==> config.mk <==
export PLATFORM = sky130hd
export DESIGN_NAME = fird_front
export DESIGN_NICKNAME = d
export VERILOG_FILES = /design/src/rtl/core/fird_pkg.sv /design/src/rtl/core/fird_front.sv
export SDC_FILE = /design/constraint.sdc
export NUM_CORES = 1
export LEC_CHECK = 0
export BUFFER_PORTS_ARGS = -buffer_cell sky130_fd_sc_hd__clkbuf_2
export CORE_UTILIZATION = 50
export DETAILED_ROUTE_END_ITERATION = 7
export GPL_ROUTABILITY_DRIVEN = 1
export HOLD_SLACK_MARGIN = 0.15
export PLACE_DENSITY = 0.72
export SYNTH_ARGS = -nofsm -noshare
export SYNTH_HDL_FRONTEND = slang
export SYNTH_SLANG_ARGS = --single-unit
export TNS_END_PERCENT = 50
==> constraint.sdc <==
create_clock -name clk -period 9 [get_ports clk]
set_clock_uncertainty 0.2 [all_clocks]
set_input_delay 1.35 -clock clk [delete_from_list [all_inputs] [get_ports clk]]
set_output_delay 1.35 -clock clk [all_outputs]
set_load 0.1 [all_outputs]
==> src/rtl/core/fird_pkg.sv <==
package fird_pkg;

  // Widths of the fields that do not follow from the top-level parameters.
  localparam int ACT_W      = 2;
  localparam int IDX_W      = 10;
  localparam int DF_W       = 7;
  localparam int CFG_IDX_W  = 2;
  localparam int CFG_DATA_W = 11;

  // Register reset values and limits.
  localparam int DF_RST = 10;
  localparam int TC_RST = 201;
  localparam int TC_MIN = 3;

  // Depth of the command queue between front and back; a power of two.
  localparam int QDEPTH = 4;

  typedef enum logic [ACT_W-1:0] {
    ACT_PUSH    = 2'd0,
    ACT_LOAD    = 2'd1,
    ACT_RESTART = 2'd2
  } action_t;

  typedef enum logic [1:0] {
    CMD_PUSH,
    CMD_PASS,
    CMD_LOAD,
    CMD_RESTART
  } cmd_t;

  typedef enum logic [CFG_IDX_W-1:0] {
    CFG_DECIM  = 2'd0,
    CFG_TAPS   = 2'd1,
    CFG_BYPASS = 2'd2
  } cfg_reg_t;

  typedef enum logic [1:0] {
    ST_IDLE,
    ST_MAC,
    ST_DRAIN,
    ST_OUT
  } back_state_t;

endpackage

==> src/rtl/core/fird_front.sv <==
module fird_front import fird_pkg::*; #(
  parameter int MAX_TAPS    = 1024,
  parameter int SAMPLE_BITS = 24,
  parameter int COEFF_BITS  = 18
) (
  input  logic                   clk,
  input  logic                   rst_n,
  input  logic                   in_valid,
  output logic                   in_ready,
  input  logic [ACT_W-1:0]       in_action,
  input  logic [SAMPLE_BITS-1:0] in_sample,
  input  logic [IDX_W-1:0]       in_cidx,
  input  logic [COEFF_BITS-1:0]  in_cval,
  input  logic                   bypass,
  output logic                   q_valid,
  output cmd_t                   q_kind,
  output logic [SAMPLE_BITS-1:0] q_sample,
  output logic [IDX_W-1:0]       q_cidx,
  output logic [COEFF_BITS-1:0]  q_cval,
  input  logic                   q_pop
);

  localparam int ENT_W = 2 + SAMPLE_BITS + IDX_W + COEFF_BITS;
  localparam int PTR_W = $clog2(QDEPTH);
  localparam int CNT_W = $clog2(QDEPTH + 1);

  logic [ENT_W-1:0] q_r [QDEPTH];
  logic [PTR_W-1:0] wr_ptr_r, wr_ptr_nxt;
  logic [PTR_W-1:0] rd_ptr_r, rd_ptr_nxt;
  logic [CNT_W-1:0] cnt_r, cnt_nxt;
  logic             keep;
  logic             push;
  cmd_t             kind;
  logic [ENT_W-1:0] head;

  // Classify the item; unused actions and out-of-range tap loads never enter the queue.
  always_comb begin
    keep = 1'b1;
    kind = CMD_PUSH;
    unique case (action_t'(in_action))
      ACT_PUSH: begin
        kind = bypass ? CMD_PASS : CMD_PUSH;
      end
      ACT_LOAD: begin
        kind = CMD_LOAD;
        keep = int'(in_cidx) < MAX_TAPS;
      end
      ACT_RESTART: begin
        kind = CMD_RESTART;
      end
      default: begin
        keep = 1'b0;
      end
    endcase
  end

  assign in_ready = cnt_r != CNT_W'(QDEPTH);
  assign push     = in_valid && in_ready && keep;

  always_comb begin
    wr_ptr_nxt = wr_ptr_r;
    rd_ptr_nxt = rd_ptr_r;
    cnt_nxt    = cnt_r;
    if (push) begin
      wr_ptr_nxt = wr_ptr_r + 1'b1;
    end
    if (q_pop) begin
      rd_ptr_nxt = rd_ptr_r + 1'b1;
    end
    if (push && !q_pop) begin
      cnt_nxt = cnt_r + 1'b1;
    end else if (!push && q_pop) begin
      cnt_nxt = cnt_r - 1'b1;
    end
  end

  always_ff @(posedge clk) begin
    if (!rst_n) begin
      wr_ptr_r <= '0;
      rd_ptr_r <= '0;
      cnt_r    <= '0;
    end else begin
      wr_ptr_r <= wr_ptr_nxt;
      rd_ptr_r <= rd_ptr_nxt;
      cnt_r    <= cnt_nxt;
    end
  end

  always_ff @(posedge clk) begin
    if (push) begin
      q_r[wr_ptr_r] <= {kind, in_sample, in_cidx, in_cval};
    end
  end

  assign head     = q_r[rd_ptr_r];
  assign q_valid  = cnt_r != '0;
  assign q_kind   = cmd_t'(head[ENT_W-1 -: 2]);
  assign q_sample = head[IDX_W + COEFF_BITS +: SAMPLE_BITS];
  assign q_cidx   = head[COEFF_BITS +: IDX_W];
  assign q_cval   = head[COEFF_BITS-1:0];

endmodule

After elaboration in Yosys (flattened, before gate mapping). Memory sizes are Yosys's and may differ from the RTL's. A register that Yosys moved wholly into a read port is not among the register bits. Cells that the tools add are included.

Bits in registers: 7. Bits in writable memories: 216. Bits of input ports: 59. Output and inout port bits: 56. Word-level logic and storage cells: 30. Memories kept: 1.

Add/subtract/negate cells: 4. Eq/ne operators: 3. Mux-type cells: 9. Reductions and logical operators: 10.

Memories: q_r (depth 4, width 54, rd ports 1, clocked after Yosys merged registers in 1, wr ports 1, RTL line fird_front.sv:27) `logic [ENT_W-1:0] q_r [QDEPTH];`.

Operators by type and width (number): 2-to-1 mux 3 bit (2); case mux 2 bit (3 select lines) (1); adder 2 x 1 -> 2 bit, second input constant (2); logical AND 1 bit (4); 2-to-1 mux 1 bit (4); 2-to-1 mux 2 bit (2); adder 3 x 1 -> 3 bit, second input constant (1); inequality test 3 bit, second input constant (1); nonzero test 3 bit (1); OR reduction 3 bit (1); subtractor 3 x 1 -> 3 bit, second input constant (1); equality test 2 x 1 -> 1 bit, second input constant (1); equality test 2 bit, second input constant (1); logical NOT 1 bit (2); logical NOT 2 bit (1); nonzero test 2 bit (1).

Depth between registers and ports, before layout. Gate-level depths: netlist of run 1.

Depth in word-level cells: 8. Mapped depth: 9. Gate-level depth less buffers: 9.

Worst setup path after synthesis of run 1. No wires, ideal clock.

Path type: input port to flip-flop. From: input in_action[0]. To: memory q_r[0][0] in the netlist's numbering (enable). Library setup time: 0.417 ns. Data arrival time: 3.226 ns. Required time: 8.383 ns. Slack: 5.156 ns. Stages: 4. Path buffers: 0. Cells stage by stage: ha_1 nand2b_1 a21oi_2 and2_1.

Cells in the longest elaborated chain, start to end: 6. Elaborated cells between the ends (all ways): 8. Those cells by class: eq/ne: 2; mux: 3; reduce/logical: 3.

Ends and longest elaborated chain: start, declared (RTL line fird_front.sv:10) `input logic [ACT_W-1:0] in_action,`; equality test 2 bit, or another cell as far along (RTL line fird_front.sv:40) `unique case (action_t'(in_action))`; OR reduction 3 bit (no line) *; 2-to-1 mux 1 bit * (RTL line fird_front.sv:40); logical AND 1 bit * (RTL line fird_front.sv:58) `assign push = in_valid && in_ready && keep;`; net push (RTL line fird_front.sv:32) `logic push;`; 2-to-1 mux 1 bit * (RTL line fird_front.sv:90) `if (push) begin`; 2-to-1 mux 1 bit (not written as such) * (RTL line fird_front.sv:91) `q_r[wr_ptr_r] <= {kind, in_sample, in_cidx, in_cval};`; end, declared (RTL line fird_front.sv:27).

Mark *: on every way through the listed nets, which the timed path passes. The rest lies on a longest branch.

==> reports/results.tsv, run 1 <==
metric	value	unit
area share of xor/xnor cells in the synthesized design	0.00419	
worst r2r src	cnt_r[0]$_SDFFE_PN0P_	
Crit. path cell count	2	
critical path endpoint	q_cval[1]	
Slowest cell on crit path	dfxtp_4	
crit-path max FO	54	
Layout area overhead	17.2	%
Core Region	16100	µm²
WL per Instance	19.9	µm
clock network power share	0.324	
CTS Buffer Depth	3	
share of layout cells above drive strength 1	0.427	
Post-CTS Resized	0	
setup TNS	0	ps
Tmin final	4190	ps
Synth Area in Simple Gates	0.0127	
post-route antenna net violation count	0	
Unique masters post-synth	25	
drt first pass iters	4	
Peak VDD IR	0.215	mV
Comb power frac	0.213	
IO buf count	114	
clock sinks	225	
R2R setup slack	6580	ps
P per Cell Area	275	nW/µm²
Initial Util	0.519	
# Post-CTS Setup Buffers	0	
Critical Path AT	2640	ps
mux contribution to synthesized area	0.151	
slew of the pin with the lowest slew margin	1080	ps
footprint of the multi-input gates	1540	µm²
largest net degree at the start of global routing	55	
area of the mapped netlist	8370	µm²
RSZ-0062 raised after global routing	no	
crit path buf inv count	1	
Ant. Diodes	0	
DR vias/cell	5.39	
initial antenna violation count	0	
Crit path max-delay family	flip-flops	
setup violators final	0	
Num CTS Buffers	22	
Clk Latency, worst-skew pair	490	ps
sw power	842	µW
Seq pwr share	0.464	
Root Driver	clkbuf_16	
final hold viol count	0	
Avg Synthesized Cell Area	24.8	µm²
Nets	534	
Tcrit/Tclk final	0.465	
GRT Util Overall	0.166	
sequential share of the synthesized area	0.796	
post-synthesis compound-gate area fraction	0.00314	
Final GP Congestion	0.681	
worst setup margin	4810	ps
htree depth	1	
vias	3762	
register area	6670	µm²
largest family of logic cells by synthesized area	multiplexers	
Worst-path clk slew	60	ps
layout filler cell count	1158	
worst hold path type	register to register	
initial drt markers	181	
#FFs+latches synth	225	
DIE AREA	17300	µm²
CP required	7450	ps
pre-CTS setup slack	5230	ps
switching part of the total	0.311	
most frequent cells in the layout	edfxtp_1 (216), clkbuf_2 (114), mux4_2 (50), clkbuf_16 (23)	
WL final	13900	µm
Lkg Pwr	3.36	nW
DRC errors left	0	
Die H	131	µm
max_cap viols	0	
CP startpoint kind	register	
outcome	completed	
CTS tree	done	
most common cell after layout, fill and taps aside	edfxtp_1	
non-filler cells, final	698	
placed cell count	659	
CP peak stage delay	1070	ps
vias in the first global route	3920	
first-pass GRT wire length	21800	µm
CP endpoint kind	primary output	
gr ovfl total	0	
Yosys warnings	0	
Hold Buf Count CTS	0	
worst r2r dst	cnt_r[2]$_SDFFE_PN0P_	
# IOs	115	
f_max	239	MHz
DP HPWL	7950	µm
kind of critical path	register to primary output	
Die Width	131	µm
total power	2.70	mW
internal power	1.86	mW
Syn Nets	404	
r2r worst-path depth	8	
Slew Viols, Final	0	
critical-path cell list	mux4_1, clkbuf_2	
worst rel slew slack	0.280	
Synth Instances	337	
post-synthesis adder-cell area fraction	0.0129	
Row Count	46	
worst min-delay path by stage:
stage | start | to | slack, ps | cells past startpoint
2_1_floorplan | wr_ptr_r[1]$_SDFFE_PN0P_ | wr_ptr_r[1]$_SDFFE_PN0P_ | 270 | 2
3_3_place_gp | wr_ptr_r[0]$_SDFFE_PN0P_ | wr_ptr_r[0]$_SDFFE_PN0P_ | 280 | 2
3_5_place_dp | wr_ptr_r[1]$_SDFFE_PN0P_ | wr_ptr_r[1]$_SDFFE_PN0P_ | 300 | 2
4_1_cts | wr_ptr_r[1]$_SDFFE_PN0P_ | wr_ptr_r[1]$_SDFFE_PN0P_ | 310 | 2
5_1_grt | wr_ptr_r[1]$_SDFFE_PN0P_ | wr_ptr_r[1]$_SDFFE_PN0P_ | 330 | 2
6_report | wr_ptr_r[0]$_SDFFE_PN0P_ | wr_ptr_r[0]$_SDFFE_PN0P_ | 300 | 2
state kept, by name (all words and copies together), names as in the netlist, named ones only:
register,count
cnt_r,3
q_r,216
rd_ptr_r,2
wr_ptr_r,2
routing by layer:
metal / vias to the layer above / routed length [µm] / GRT usage
li1: 1683 / - / -
met2: 103 / 6750 / 0.266
met4: 0 / 220 / 0.0491
met5: - / 0 / 0
met3: 18 / 717 / 0.0378
met1: 1958 / 6200 / 0.230
cells in the mapped netlist:
cell type	instances	area [µm²]
mux4_1	4	105
clkbuf_1	1	3.75
a21oi_2	1	8.76
buf_2	5	25.0
nand3_1	1	5.00
clkbuf_2	1	5.00
a21boi_0	1	7.51
mux4_2	50	1130
nor2b_1	1	6.26
o21ai_0	2	10.0
nor2_1	1	3.75
ha_1	7	87.6
inv_1	6	22.5
buf_6	1	11.3
buf_12	5	100
dfxtp_1	9	180
edfxtp_1	216	6490
fa_1	1	20.0
xor2_1	2	17.5
mux2i_1	3	30.0
or3_1	2	12.5
nand2_1	6	22.5
xnor2_1	2	17.5
nand2b_1	1	6.26
and2_1	8	50.1
final cells by class:
| cell class | instances | share of cell area |
|---|---|---|
| clock buffers | 27 | 0.0602 |
| multi-input cells | 93 | 0.157 |
| inverters | 6 | 0.00230 |
| clock inverters | 12 | 0.0111 |
| repair buffers | 119 | 0.0620 |
| flip-flops and latches | 225 | 0.680 |
| well taps | 216 | 0.0275 |
metrics by stage:
stage               utilization  area (µm²)  hold slack (ps)
floorplan                     -        8370              268
global placement          0.566        9110              276
detailed placement        0.566        9110              297
CTS                       0.609        9810              307
global route              0.609        9810              329
finish                    0.609        9810              304
power groups by stage:
stage | clock [mW] | combinational (mW) | sequential (mW)
2_1_floorplan | 0 | 0.507 | 1.26
3_3_place_gp | 0 | 0.575 | 1.27
3_5_place_dp | 0 | 0.578 | 1.28
4_1_cts | 0.893 | 0.579 | 1.26
5_1_grt | 0.932 | 0.595 | 1.26
6_report | 0.875 | 0.574 | 1.25
kinds of logic (layout without fill, tap and decap cells):
logic type / after synthesis / in the layout
xor gates and xnor gates: 4 / 4
adders and majority gates: 8 / 8
AOI/OAI and AO/OA: 4 / 4
DFF: 225 / 225
and+or+nand+nor: 20 / 20
muxes: 57 / 57
buffers and inverters: 19 / 164
worst min-delay path, delay by kind of cell, from the launching register on:
family,cells,cell delay [ps]
and+or+nand+nor,1,60
DFF,1,340
muxes,1,50
Power figures use the tool's default switching activity.
==> run 2, diff against run 1 <==
==> constraint.sdc (replaced) <==
create_clock -name clk -period 4.1 [get_ports clk]
set_clock_uncertainty 0.2 [all_clocks]
set_input_delay 0.615 -clock clk [delete_from_list [all_inputs] [get_ports clk]]
set_output_delay 0.615 -clock clk [all_outputs]
set_load 0.1 [all_outputs]
==> run 2 against run 1 <==
  * Utilization grew 3.1 points
  * Sequential share of layout area shrank 3.3 points
  * Clock power grew 110%
  * Largest cell class unchanged
  * Largest power group unchanged
==> reports/results.tsv, run 2 (synthesis gave the netlist of run 1 again) <==
metric	value	unit	change
WHS	162	ps	was 304 ps
Slew Viols, Final	0		unchanged
CP startpoint kind	register		unchanged
max_cap viols	0		unchanged
post-route antenna net violation count	0		unchanged
placed cell count	662		was 659
setup violators final	0		unchanged
# Post-CTS Setup Buffers	0		unchanged
final hold viol count	0		unchanged
drt first pass iters	4		unchanged
Core Region	16100	µm²	unchanged
GRT busiest layer	met2		unchanged
pre-CTS setup slack	1180	ps	was 5230 ps
Layout area overhead	23.2	%	was 17.2%
DRC errors left	0		unchanged
kind of critical path	register to primary output		unchanged
Clk Latency, worst-skew pair	490	ps	about the same
Die H	131	µm	unchanged
Final GP Congestion	0.710		was 0.681
Die Width	131	µm	unchanged
htree depth	1		unchanged
biggest regs	q_r: 216 flops, cnt_r: 3 flops		unchanged
Nets	586		was 534
max reg flops	216		unchanged
crit-path max FO	32		was 54
Area after DPL	9160	µm²	was 9110 µm²
GRT Util Overall	0.172		was 0.166
CP peak stage delay	670	ps	was 1070 ps
most frequent cells in the layout	edfxtp_1 (216), clkbuf_2 (114), mux4_2 (50), dlygate4sd3_1 (48), clkbuf_16 (23)		was edfxtp_1 (216), clkbuf_2 (114), mux4_2 (50), clkbuf_16 (23)
non-filler cells, final	751		was 698
DP HPWL	8490	µm	was 7950 µm
Critical Path AT	2500	ps	was 2640 ps
P per Cell Area	572	nW/µm²	was 275 nW/µm²
largest net degree at the start of global routing	55		unchanged
Ant. Diodes	0		unchanged
CP required	3280	ps	was 7450 ps
setup TNS	0	ps	unchanged
IO buf count	114		unchanged
vias in the first global route	4145		was 3920
WL per Instance	19.2	µm	was 19.9 µm
footprint of the multi-input gates	1540	µm²	unchanged
Root Driver	clkbuf_16		unchanged
vias	3994		was 3762
Row Count	46		unchanged
grt met1 use	0.242		was 0.230
most common cell after layout, fill and taps aside	edfxtp_1		unchanged
slew of the pin with the lowest slew margin	828	ps	was 1080 ps
worst setup margin	783	ps	was 4810 ps
gr ovfl total	0		unchanged
DIE AREA	17300	µm²	unchanged
Num CTS Buffers	23		was 22
WL final	14400	µm	was 13900 µm
share of layout cells above drive strength 1	0.391		was 0.427
Hold Startpoint	in_cval[5]		was wr_ptr_r[0]$_SDFFE_PN0P_
Crit path max-delay family	buffers and inverters		was flip-flops
DR vias/cell	5.32		was 5.39
Lkg Pwr	3.57	nW	was 3.36 nW
Peak VDD IR	0.314	mV	was 0.215 mV
RSZ-0062 raised after global routing	no		unchanged
initial drt markers	243		was 181
Slowest cell on crit path	dfxtp_4		unchanged
layout filler cell count	1118		was 1158
worst hold path type	input port to register		was register to register
Tmin final	3320	ps	
first-pass GRT wire length	22800	µm	was 21800 µm
critical-path cell list	buf_12, mux4_2, clkbuf_2		was mux4_1, clkbuf_2
Initial Util	0.519		unchanged
Biggest register	q_r		unchanged
outcome	completed		unchanged
design area	10300	µm²	was 9810 µm²
# IOs	115		unchanged
initial antenna violation count	0		unchanged
Tcrit/Tclk final	0.809		
clock sinks	225		unchanged
crit path buf inv count	2		was 1
met3 usage	0.0320		was 0.0378
f_max	302	MHz	
worst rel slew slack	0.448		was 0.280
CTS Buffer Depth	3		unchanged
Worst-path clk slew	60	ps	about the same
worst r2r src	cnt_r[0]$_SDFFE_PN0P_		unchanged
routing usage on met2	0.277		was 0.266
register area	6670	µm²	unchanged
CP endpoint kind	primary output		unchanged
CTS tree	done		unchanged
run 2: area by class of cell:
type / count / share of cell area
inverter: 6 / 0.00218
multi-input combinational: 93 / 0.150
clock inverter: 6 / 0.00352
sequential: 225 / 0.647
timing repair buffer: 170 / 0.110
tap: 216 / 0.0262
clock buffer: 35 / 0.0612
run 2: what timing repair did:
action,CTS,global route
endpoints found under the hold margin,186,0
gates resized for setup,0,0
hold buffers,48,0
run 2: power by group:
| group | internal, mW | switching, mW |
|---|---|---|
| Sequential | 2.68 | 0.0626 |
| Clock | 1.06 | 0.772 |
| Combinational | 0.292 | 1.02 |
run 2: worst reg2reg max path: stages (launching register included):
cell	delay, ps
dfxtp_1	410
nor2_1	90
a21oi_2	300
ha_1	240
inv_1	60
fa_1	380
xor2_1	180
or3_1	310
a21boi_0	150
run 2: path summary, 6_finish.rpt:
kind | end | slack [ps] | depth (start not counted)
max | q_kind[0] | 780 | 3
min | q_r[1][5]$_DFFE_PP_ | 160 | 1
max reg2reg | cnt_r[2]$_SDFFE_PN0P_ | 1700 | 8
min reg2reg | wr_ptr_r[1]$_SDFFE_PN0P_ | 300 | 2
run 2: per-layer routing:
metal  routed length [µm]  part of all wire  vias to the layer above
met2                 6960              0.48                      109
met3                  784             0.054                       15
li1                     -                 -                     1783
met4                  195             0.014                        0
met1                 6470              0.45                     2087
met5                    0                 0                        -
run 2: per-stage QoR:
step                total power, mW  utilization
global route                   6.09        0.640
floorplan                      3.87            -
detailed placement             4.08        0.568
global placement               4.06        0.568
finish                         5.89        0.640
CTS                            5.95        0.640
